File: config.mk
export PLATFORM = sky130hd
export DESIGN_NAME = encoder_position_pi_drive
export DESIGN_NICKNAME = d
export VERILOG_FILES = /design/src/rtl/epd_pkg.sv /design/src/rtl/encoder_position_pi_drive.sv /design/src/rtl/epd_sdiv.sv /design/src/rtl/epd_smul.sv
export SDC_FILE = /design/constraint.sdc
export NUM_CORES = 1
export LEC_CHECK = 0
export BUFFER_PORTS_ARGS = -buffer_cell sky130_fd_sc_hd__buf_2
export CAP_MARGIN = 20
export CORE_ASPECT_RATIO = 1.1
export CORE_UTILIZATION = 40
export DETAILED_ROUTE_END_ITERATION = 6
export SETUP_SLACK_MARGIN = 0.4
export SKIP_CTS_REPAIR_TIMING = 1
export SYNTH_ARGS = -nofsm -noshare
export SYNTH_HDL_FRONTEND = slang
export SYNTH_SLANG_ARGS = --single-unit
export TNS_END_PERCENT = 20
File: constraint.sdc
create_clock -name i_clk -period 3.3 [get_ports i_clk]
set_input_delay 0.33 -clock i_clk [delete_from_list [all_inputs] [get_ports i_clk]]
set_output_delay 0.33 -clock i_clk [all_outputs]
set_load 0.01 [all_outputs]
File: src/rtl/epd_pkg.sv
`default_nettype none

package epd_pkg;

    localparam int DELTA_W = 16;
    localparam int POS_W   = 8;
    localparam int CFG_W   = 8;
    localparam int PROD_W  = 2 * CFG_W;

    localparam logic [POS_W-1:0]  BAND_HALF = 8'd5;
    localparam logic [CFG_W-1:0]  INT_DIV   = 8'd50;
    localparam logic [POS_W-1:0]  SAT_MAX   = 8'd255;

    typedef logic [1:0] t_cfg_idx;
    localparam t_cfg_idx CFG_COUNTS_PER_STEP = 2'd0;
    localparam t_cfg_idx CFG_PROP_GAIN       = 2'd1;
    localparam t_cfg_idx CFG_INT_GAIN        = 2'd2;

    typedef struct packed {
        logic start;
        logic busy;
        logic done;
    } t_unit_ctl;

endpackage

`default_nettype wire

File: src/rtl/encoder_position_pi_drive.sv
// Encoder position PI drive with a dead band around the target.
// Input channel: i_in_valid / o_in_stall carry one control tick (encoder_delta,
// target_position); a transfer happens when valid is high and stall is low.
// Output channel: o_out_valid / i_out_stall carry drive_level, direction_right
// and estimated_position, one result per tick.
// Configuration: i_cfg_we with i_cfg_index writes counts_per_step (0),
// prop_gain (1) or int_gain (2); other indexes are ignored. Write only while idle.
// The block takes no new tick until the previous one has been moved into the
// output register. The work is done by the bit-serial divider, run twice (16
// steps for counts_per_step, 16 steps for the divide by 50), and the 8-step
// shift-add multipliers in between.
// While a result waits in the output register under stall, the next tick is
// still taken and worked; it holds in its last step until the register frees.
// Reset: position estimate, tick counter and direction clear to zero (left);
// counts_per_step and prop_gain reset to 1, int_gain to 0; no result pending.
`default_nettype none

module encoder_position_pi_drive
    import epd_pkg::*;
(
    input  wire                         i_clk,
    input  wire                         i_rst_n,
    input  wire                         i_in_valid,
    output logic                        o_in_stall,
    input  wire signed [DELTA_W-1:0]    i_encoder_delta,
    input  wire [POS_W-1:0]             i_target_position,
    output logic                        o_out_valid,
    input  wire                         i_out_stall,
    output logic [POS_W-1:0]            o_drive_level,
    output logic                        o_direction_right,
    output logic [POS_W-1:0]            o_estimated_position,
    input  wire                         i_cfg_we,
    input  wire [1:0]                   i_cfg_index,
    input  wire [CFG_W-1:0]             i_cfg_data
);

    localparam logic [2:0] S_IDLE = 3'd0;
    localparam logic [2:0] S_DIV  = 3'd1;
    localparam logic [2:0] S_BAND = 3'd2;
    localparam logic [2:0] S_MUL  = 3'd3;
    localparam logic [2:0] S_IDIV = 3'd4;
    localparam logic [2:0] S_OUT  = 3'd5;

    logic [2:0]         r_state;
    logic [2:0]         n_state;

    logic [CFG_W-1:0]   r_counts_per_step;
    logic [CFG_W-1:0]   r_prop_gain;
    logic [CFG_W-1:0]   r_int_gain;

    logic [POS_W-1:0]   r_pos;
    logic [POS_W-1:0]   r_tick;
    logic               r_dir;

    logic [POS_W-1:0]   r_target;
    logic               r_neg;
    logic               r_zero;
    logic [PROD_W-1:0]  r_pprod;
    logic [POS_W-1:0]   r_drive;

    logic               r_out_valid;
    logic [POS_W-1:0]   r_out_drive;
    logic               r_out_dir;
    logic [POS_W-1:0]   r_out_pos;

    logic               w_in_xfer;
    logic               w_out_free;
    logic [DELTA_W-1:0] w_mag;

    logic               w_div_start;
    logic [DELTA_W-1:0] w_div_dividend;
    logic [CFG_W-1:0]   w_div_divisor;
    t_unit_ctl          w_div_ctl;
    logic [DELTA_W-1:0] w_div_quo;

    logic               w_mul_start;
    t_unit_ctl          w_pmul_ctl;
    t_unit_ctl          w_imul_ctl;
    logic [PROD_W-1:0]  w_pprod;
    logic [PROD_W-1:0]  w_iprod;

    logic [POS_W-1:0]   w_step;
    logic [POS_W:0]     w_pos_sum;
    logic [POS_W-1:0]   w_pos_next;

    logic               w_below;
    logic               w_above;
    logic [POS_W-1:0]   w_err;
    logic [POS_W-1:0]   w_tick_next;
    logic [PROD_W:0]    w_drive_sum;

    assign w_in_xfer  = i_in_valid && !o_in_stall;
    assign w_out_free = !r_out_valid || !i_out_stall;
    assign o_in_stall = (r_state != S_IDLE);
    assign w_mag      = i_encoder_delta[DELTA_W-1] ? DELTA_W'(-i_encoder_delta)
                                                   : i_encoder_delta;

    // shared divider: encoder magnitude first, then the integral term by 50
    assign w_div_start    = w_in_xfer || ((r_state == S_MUL) && w_pmul_ctl.done);
    assign w_div_dividend = (r_state == S_IDLE) ? w_mag : w_iprod;
    assign w_div_divisor  = (r_state == S_IDLE) ? r_counts_per_step : INT_DIV;

    epd_sdiv u_div (
        .i_clk      (i_clk),
        .i_rst_n    (i_rst_n),
        .i_start    (w_div_start),
        .i_dividend (w_div_dividend),
        .i_divisor  (w_div_divisor),
        .o_ctl      (w_div_ctl),
        .o_quotient (w_div_quo)
    );

    assign w_step     = (w_div_quo[DELTA_W-1:POS_W] != '0) ? SAT_MAX
                                                           : w_div_quo[POS_W-1:0];
    assign w_pos_sum  = {1'b0, r_pos} + {1'b0, w_step};
    always_comb begin
        if (r_zero) begin
            w_pos_next = r_pos;
        end else if (r_neg) begin
            w_pos_next = w_pos_sum[POS_W] ? SAT_MAX : w_pos_sum[POS_W-1:0];
        end else begin
            w_pos_next = (r_pos > w_step) ? (r_pos - w_step) : '0;
        end
    end

    assign w_below = ({1'b0, r_pos} + {1'b0, BAND_HALF}) < {1'b0, r_target};
    assign w_above = {1'b0, r_pos} > ({1'b0, r_target} + {1'b0, BAND_HALF});
    always_comb begin
        if (w_below) begin
            w_err       = r_target - r_pos;
            w_tick_next = r_tick + POS_W'(1);
        end else if (w_above) begin
            w_err       = r_pos - r_target;
            w_tick_next = r_tick + POS_W'(1);
        end else begin
            w_err       = '0;
            w_tick_next = '0;
        end
    end

    assign w_mul_start = (r_state == S_BAND);

    epd_smul u_pmul (
        .i_clk     (i_clk),
        .i_rst_n   (i_rst_n),
        .i_start   (w_mul_start),
        .i_mcand   (r_prop_gain),
        .i_mplier  (w_err),
        .o_ctl     (w_pmul_ctl),
        .o_product (w_pprod)
    );

    epd_smul u_imul (
        .i_clk     (i_clk),
        .i_rst_n   (i_rst_n),
        .i_start   (w_mul_start),
        .i_mcand   (r_int_gain),
        .i_mplier  (w_tick_next),
        .o_ctl     (w_imul_ctl),
        .o_product (w_iprod)
    );

    assign w_drive_sum = {1'b0, r_pprod} + {1'b0, w_div_quo};

    always_comb begin
        n_state = r_state;
        unique case (r_state)
            S_IDLE:  if (w_in_xfer) n_state = S_DIV;
            S_DIV:   if (w_div_ctl.done) n_state = S_BAND;
            S_BAND:  n_state = S_MUL;
            S_MUL:   if (w_pmul_ctl.done && w_imul_ctl.done) n_state = S_IDIV;
            S_IDIV:  if (w_div_ctl.done) n_state = S_OUT;
            S_OUT:   if (w_out_free) n_state = S_IDLE;
            default: n_state = S_IDLE;
        endcase
    end

    always_ff @(posedge i_clk) begin
        if (!i_rst_n) begin
            r_state           <= S_IDLE;
            r_counts_per_step <= 8'd1;
            r_prop_gain       <= 8'd1;
            r_int_gain        <= 8'd0;
            r_pos             <= '0;
            r_tick            <= '0;
            r_dir             <= 1'b0;
            r_out_valid       <= 1'b0;
        end else begin
            r_state <= n_state;
            if (i_cfg_we) begin
                case (i_cfg_index)
                    CFG_COUNTS_PER_STEP: r_counts_per_step <= i_cfg_data;
                    CFG_PROP_GAIN:       r_prop_gain       <= i_cfg_data;
                    CFG_INT_GAIN:        r_int_gain        <= i_cfg_data;
                    default:             ;
                endcase
            end
            if ((r_state == S_DIV) && w_div_ctl.done) begin
                r_pos <= w_pos_next;
            end
            if (r_state == S_BAND) begin
                r_tick <= w_tick_next;
                if (w_below) begin
                    r_dir <= 1'b1;
                end else if (w_above) begin
                    r_dir <= 1'b0;
                end
            end
            if ((r_state == S_OUT) && w_out_free) begin
                r_out_valid <= 1'b1;
            end else if (r_out_valid && !i_out_stall) begin
                r_out_valid <= 1'b0;
            end
        end
    end

    always_ff @(posedge i_clk) begin
        if (w_in_xfer) begin
            r_target <= i_target_position;
            r_neg    <= i_encoder_delta[DELTA_W-1];
            r_zero   <= (i_encoder_delta == '0);
        end
        if ((r_state == S_MUL) && w_pmul_ctl.done) begin
            r_pprod <= w_pprod;
        end
        if ((r_state == S_IDIV) && w_div_ctl.done) begin
            r_drive <= (w_drive_sum[PROD_W:POS_W] != '0) ? SAT_MAX
                                                         : w_drive_sum[POS_W-1:0];
        end
        if ((r_state == S_OUT) && w_out_free) begin
            r_out_drive <= r_drive;
            r_out_dir   <= r_dir;
            r_out_pos   <= r_pos;
        end
    end

    assign o_out_valid          = r_out_valid;
    assign o_drive_level        = r_out_drive;
    assign o_direction_right    = r_out_dir;
    assign o_estimated_position = r_out_pos;

endmodule

`default_nettype wire

File: src/rtl/epd_sdiv.sv
`default_nettype none

module epd_sdiv
    import epd_pkg::*;
(
    input  wire                 i_clk,
    input  wire                 i_rst_n,
    input  wire                 i_start,
    input  wire [DELTA_W-1:0]   i_dividend,
    input  wire [CFG_W-1:0]     i_divisor,
    output t_unit_ctl           o_ctl,
    output logic [DELTA_W-1:0]  o_quotient
);

    localparam int CNT_W = $clog2(DELTA_W);

    logic               r_busy;
    logic               r_done;
    logic [CNT_W-1:0]   r_cnt;
    logic [CFG_W-1:0]   r_rem;
    logic [CFG_W-1:0]   r_divisor;
    logic [DELTA_W-1:0] r_quo;

    logic [CFG_W:0]     w_shift;
    logic [CFG_W:0]     w_diff;
    logic               w_ge;

    assign w_shift = {r_rem, r_quo[DELTA_W-1]};
    assign w_ge    = (w_shift >= {1'b0, r_divisor});
    assign w_diff  = w_shift - {1'b0, r_divisor};

    always_ff @(posedge i_clk) begin
        if (!i_rst_n) begin
            r_busy <= 1'b0;
            r_done <= 1'b0;
            r_cnt  <= '0;
        end else begin
            if (i_start) begin
                r_busy <= 1'b1;
                r_done <= 1'b0;
                r_cnt  <= '0;
            end else if (r_busy) begin
                r_cnt  <= r_cnt + CNT_W'(1);
                r_busy <= (r_cnt != CNT_W'(DELTA_W - 1));
                r_done <= (r_cnt == CNT_W'(DELTA_W - 1));
            end else begin
                r_done <= 1'b0;
            end
        end
    end

    always_ff @(posedge i_clk) begin
        if (i_start) begin
            r_rem     <= '0;
            r_quo     <= i_dividend;
            r_divisor <= i_divisor;
        end else if (r_busy) begin
            r_rem <= w_ge ? w_diff[CFG_W-1:0] : w_shift[CFG_W-1:0];
            r_quo <= {r_quo[DELTA_W-2:0], w_ge};
        end
    end

    assign o_ctl.start = i_start;
    assign o_ctl.busy  = r_busy;
    assign o_ctl.done  = r_done;
    assign o_quotient  = r_quo;

endmodule

`default_nettype wire

File: src/rtl/epd_smul.sv
`default_nettype none

module epd_smul
    import epd_pkg::*;
(
    input  wire                 i_clk,
    input  wire                 i_rst_n,
    input  wire                 i_start,
    input  wire [CFG_W-1:0]     i_mcand,
    input  wire [CFG_W-1:0]     i_mplier,
    output t_unit_ctl           o_ctl,
    output logic [PROD_W-1:0]   o_product
);

    localparam int CNT_W = $clog2(CFG_W);

    logic               r_busy;
    logic               r_done;
    logic [CNT_W-1:0]   r_cnt;
    logic [CFG_W-1:0]   r_mcand;
    logic [PROD_W-1:0]  r_prod;

    logic [CFG_W:0]     w_sum;

    assign w_sum = {1'b0, r_prod[PROD_W-1:CFG_W]}
                 + {1'b0, (r_prod[0] ? r_mcand : {CFG_W{1'b0}})};

    always_ff @(posedge i_clk) begin
        if (!i_rst_n) begin
            r_busy <= 1'b0;
            r_done <= 1'b0;
            r_cnt  <= '0;
        end else begin
            if (i_start) begin
                r_busy <= 1'b1;
                r_done <= 1'b0;
                r_cnt  <= '0;
            end else if (r_busy) begin
                r_cnt  <= r_cnt + CNT_W'(1);
                r_busy <= (r_cnt != CNT_W'(CFG_W - 1));
                r_done <= (r_cnt == CNT_W'(CFG_W - 1));
            end else begin
                r_done <= 1'b0;
            end
        end
    end

    always_ff @(posedge i_clk) begin
        if (i_start) begin
            r_mcand <= i_mcand;
            r_prod  <= {{CFG_W{1'b0}}, i_mplier};
        end else if (r_busy) begin
            r_prod <= {w_sum, r_prod[CFG_W-1:1]};
        end
    end

    assign o_ctl.start = i_start;
    assign o_ctl.busy  = r_busy;
    assign o_ctl.done  = r_done;
    assign o_product   = r_prod;

endmodule

`default_nettype wire
==> summary.txt <==
share of cells above drive strength 1: 17.1%
Placed Cells: 1588
Min-Delay Path Class: primary input to register
Detail Placement HPWL: 19900 um
synthesized instance count: 1173
Placeable Area: 0.0279 mm^2
Iter 0 DRT Violations: 555
largest net degree at the start of global routing: 29
FP Rows: 64
Post-synth EDFFs: 107
Avg Cell Area, Syn: 9.69 um^2
GPL Wtd Cong: 0.883
die area: 0.0291 mm^2
non-filler instance count after layout: 1640
final setup fails: 0
Primary FF master, synth: edfxtp_1
initial core utilization: 40.8%
top-count cell post-synth: edfxtp_1
P&R area growth vs syn: 17.4%
peak per-stage delay on the critical path: 0.53 ns
nets@finish: 1406
first-pass GRT wire length: 42500 um
clock-pin slew on the worst setup and hold paths: 0.08 ns
vias per inst: 5.36
mapped cell area: 0.0114 mm^2
fmax: 326 MHz
Area after DPL: 0.0122 mm^2
# DRC: 0
critical path type: register to register
Pleak: 5.60 nW
combinational share of power: 34.5%
Synth area leader: edfxtp_1
remaining global-route overflow: 0
status: finished clean
most frequent cells after synthesis: edfxtp_1 (107), nor2_1 (105), nand2_1 (101)
Max clock buf depth: 2
die span in y: 179 um
Netlist cell types: 74
worst clock skew: 0.0155 ns
CP arrival: 3.44 ns
antenna violations before repair: 0
Switching Power: 3.00 mW
IO Pins: 58
Simple-Gate Fraction of Synth Area: 15.4%
Die W: 163 um
root buf cell: clkbuf_16
Final Core Density: 47.9%
Worst EP required: 3.67 ns
fin worst setup slack: 0.228 ns
reg-to-reg setup timing slack: 0.23 ns
total of max-cap violations: 0
minimum clock period after layout: 3.07 ns
# fillers: 2622
crit path max fanout: 8
flops & latches, synth: 192
buffers and inverters on the worst path: 2
Worst Tran Pin Value: 1.07 ns
Worst path top cell family by delay: simple AND/OR/NAND/NOR gates
post-synthesis compound-gate area fraction: 17.0%
post-synthesis sequential area ratio: 43.2%
switching share of power: 35.8%
Syn. warnings: 0
CTS Sinks: 192
Max H-tree Level: 4
Yosys top cell area share: 28.3%
Synth Area in Adders: 11.9%
FF/Latch Area: 0.00492 mm^2
multi-input logic area: 0.00636 mm^2
CP Capture Type: register
mux cell area share after synthesis: 4.16%
main combinational cell family by area after synthesis: compound AO/OA/AOI/OAI gates
sequential share of power: 39.9%
Setup crit start kind: register
Max Slew Vio Count: 0
fin crit share: 93.1%
Crit-path slowest cell: or4_4
antenna-violating nets left: 0
I/O Buffers: 57
final hold vios: 0
critical path cell sequence: nor4_4 -> nand2_2 -> or2_2 -> ha_1 -> or4_4 -> o21bai_4 -> o22ai_4 -> buf_6 -> buf_4 -> nor3b_2 -> o21ai_1 -> a21oi_1
Clock power frac: 25.6%
total power: 8.39 mW
total clock buffers created by CTS: 17
Post-Layout Inst Area: 0.0133 mm^2
Clk Latency, worst-skew pair: 0.44 ns
CTS tree: yes
xor and xnor area share after synthesis: 4.62%
Vias: 8792
drt first pass iters: 5
WL/cell: 16.6 um
vias in the first global route: 8147
worst vdd ir: 314 uV
Worst slew margin: 28.3%
aggregate global-route resource usage: 18.7%
internal power: 5.39 mW
RSZ-0062 raised after global routing: true
Syn Nets: 1315
ys async rst share: 0%
top post-synthesis cells by area: edfxtp_1 (28%), dfxtp_1 (15%), ha_1 (10%), mux2i_1 (4.0%), o21ai_0 (3.7%)
Diodes inserted: 0
Setup WS pre-CTS: 0.0113 ns
PD cells: 629 mW/mm^2
wirelength, routed: 27200 um
==> registers in the layout, summed over array words and instances (netlist names), 16 cells and up <==
| signal | cells |
|---|---|
| r_pprod | 16 |
| u_div.o_quotient | 16 |
| u_imul.o_product | 16 |
| u_pmul.o_product | 16 |
==> worst register-to-register path, delay by kind of cell, from the launching register on <==
family	cells	cell delay, ns
fa+ha+maj	1	0.29
compound gates	4	0.46
simple gates	5	1.49
flops	1	0.46
buf+inv	2	0.30
==> metrics by stage <==
stage,TNS (ns),hold WS [ns]
after floorplan,0,0.400
after global placement,-0.0597,0.406
after detailed placement,0,0.405
after CTS,-0.0200,0.0452
after global routing,0,0.0461
final,0,0.0599
==> cell type report <==
class / count / area share [%]
inverters: 66 / 1.86
repair buffers: 114 / 5.58
multi-input cells: 873 / 47.6
clock buffers: 22 / 3.88
well taps: 363 / 3.40
flip-flops and latches: 192 / 36.9
clock inverters: 10 / 0.769
==> placed cells by master, fill, tap and decap left out, types with 14 or more instances in the layout <==
cell type / count
edfxtp_1: 107
a21o_1: 23
nand2b_1: 14
nor2b_1: 15
o21ai_0: 76
xor2_1: 26
buf_4: 51
dfxtp_1: 83
nor2_1: 104
buf_2: 57
a21oi_1: 70
ha_1: 91
xnor2_1: 34
and2_1: 22
nor3_1: 17
mux2i_1: 45
inv_1: 64
nand2_1: 99
clkbuf_16: 20
nand3_1: 20
==> path summary, 6_finish.rpt <==
path,start,cells past startpoint,endpoint
setup / recovery,u_div.o_quotient[11],12,r_pos[3]
hold / removal,i_target_position[3],1,r_target[3]
setup reg to reg,u_div.o_quotient[11],12,r_pos[3]
hold reg to reg,r_drive[6],0,o_drive_level[6]
==> cells by family (layout without fill, tap and decap cells) <==
| logic type | Yosys count | in the layout |
|---|---|---|
| compound gates | 303 | 303 |
| xor+xnor | 60 | 60 |
| fa+ha+maj | 103 | 103 |
| buf+inv | 108 | 212 |
| flops | 192 | 192 |
| mux | 47 | 47 |
| simple gates | 360 | 360 |
==> layer usage <==
layer	up-vias	share of wire [%]	global-route usage, %
met5	-	0	0
met4	0	1.3	5.72
met3	25	3.4	2.66
met1	4166	49	26.0
met2	169	46	29.9
li1	4432	-	-
==> power groups by stage <==
| stage | sequential (mW) | combinational, mW | clock, mW |
|---|---|---|---|
| 6_report | 3.35 | 2.89 | 2.15 |
| 5_1_grt | 3.39 | 3.25 | 2.28 |
| 4_1_cts | 3.33 | 2.76 | 2.20 |
| 3_5_place_dp | 3.38 | 2.74 | 0 |
| 3_3_place_gp | 3.38 | 2.71 | 0 |
| 2_1_floorplan | 3.21 | 2.15 | 0 |
Power figures use the tool's default switching activity.
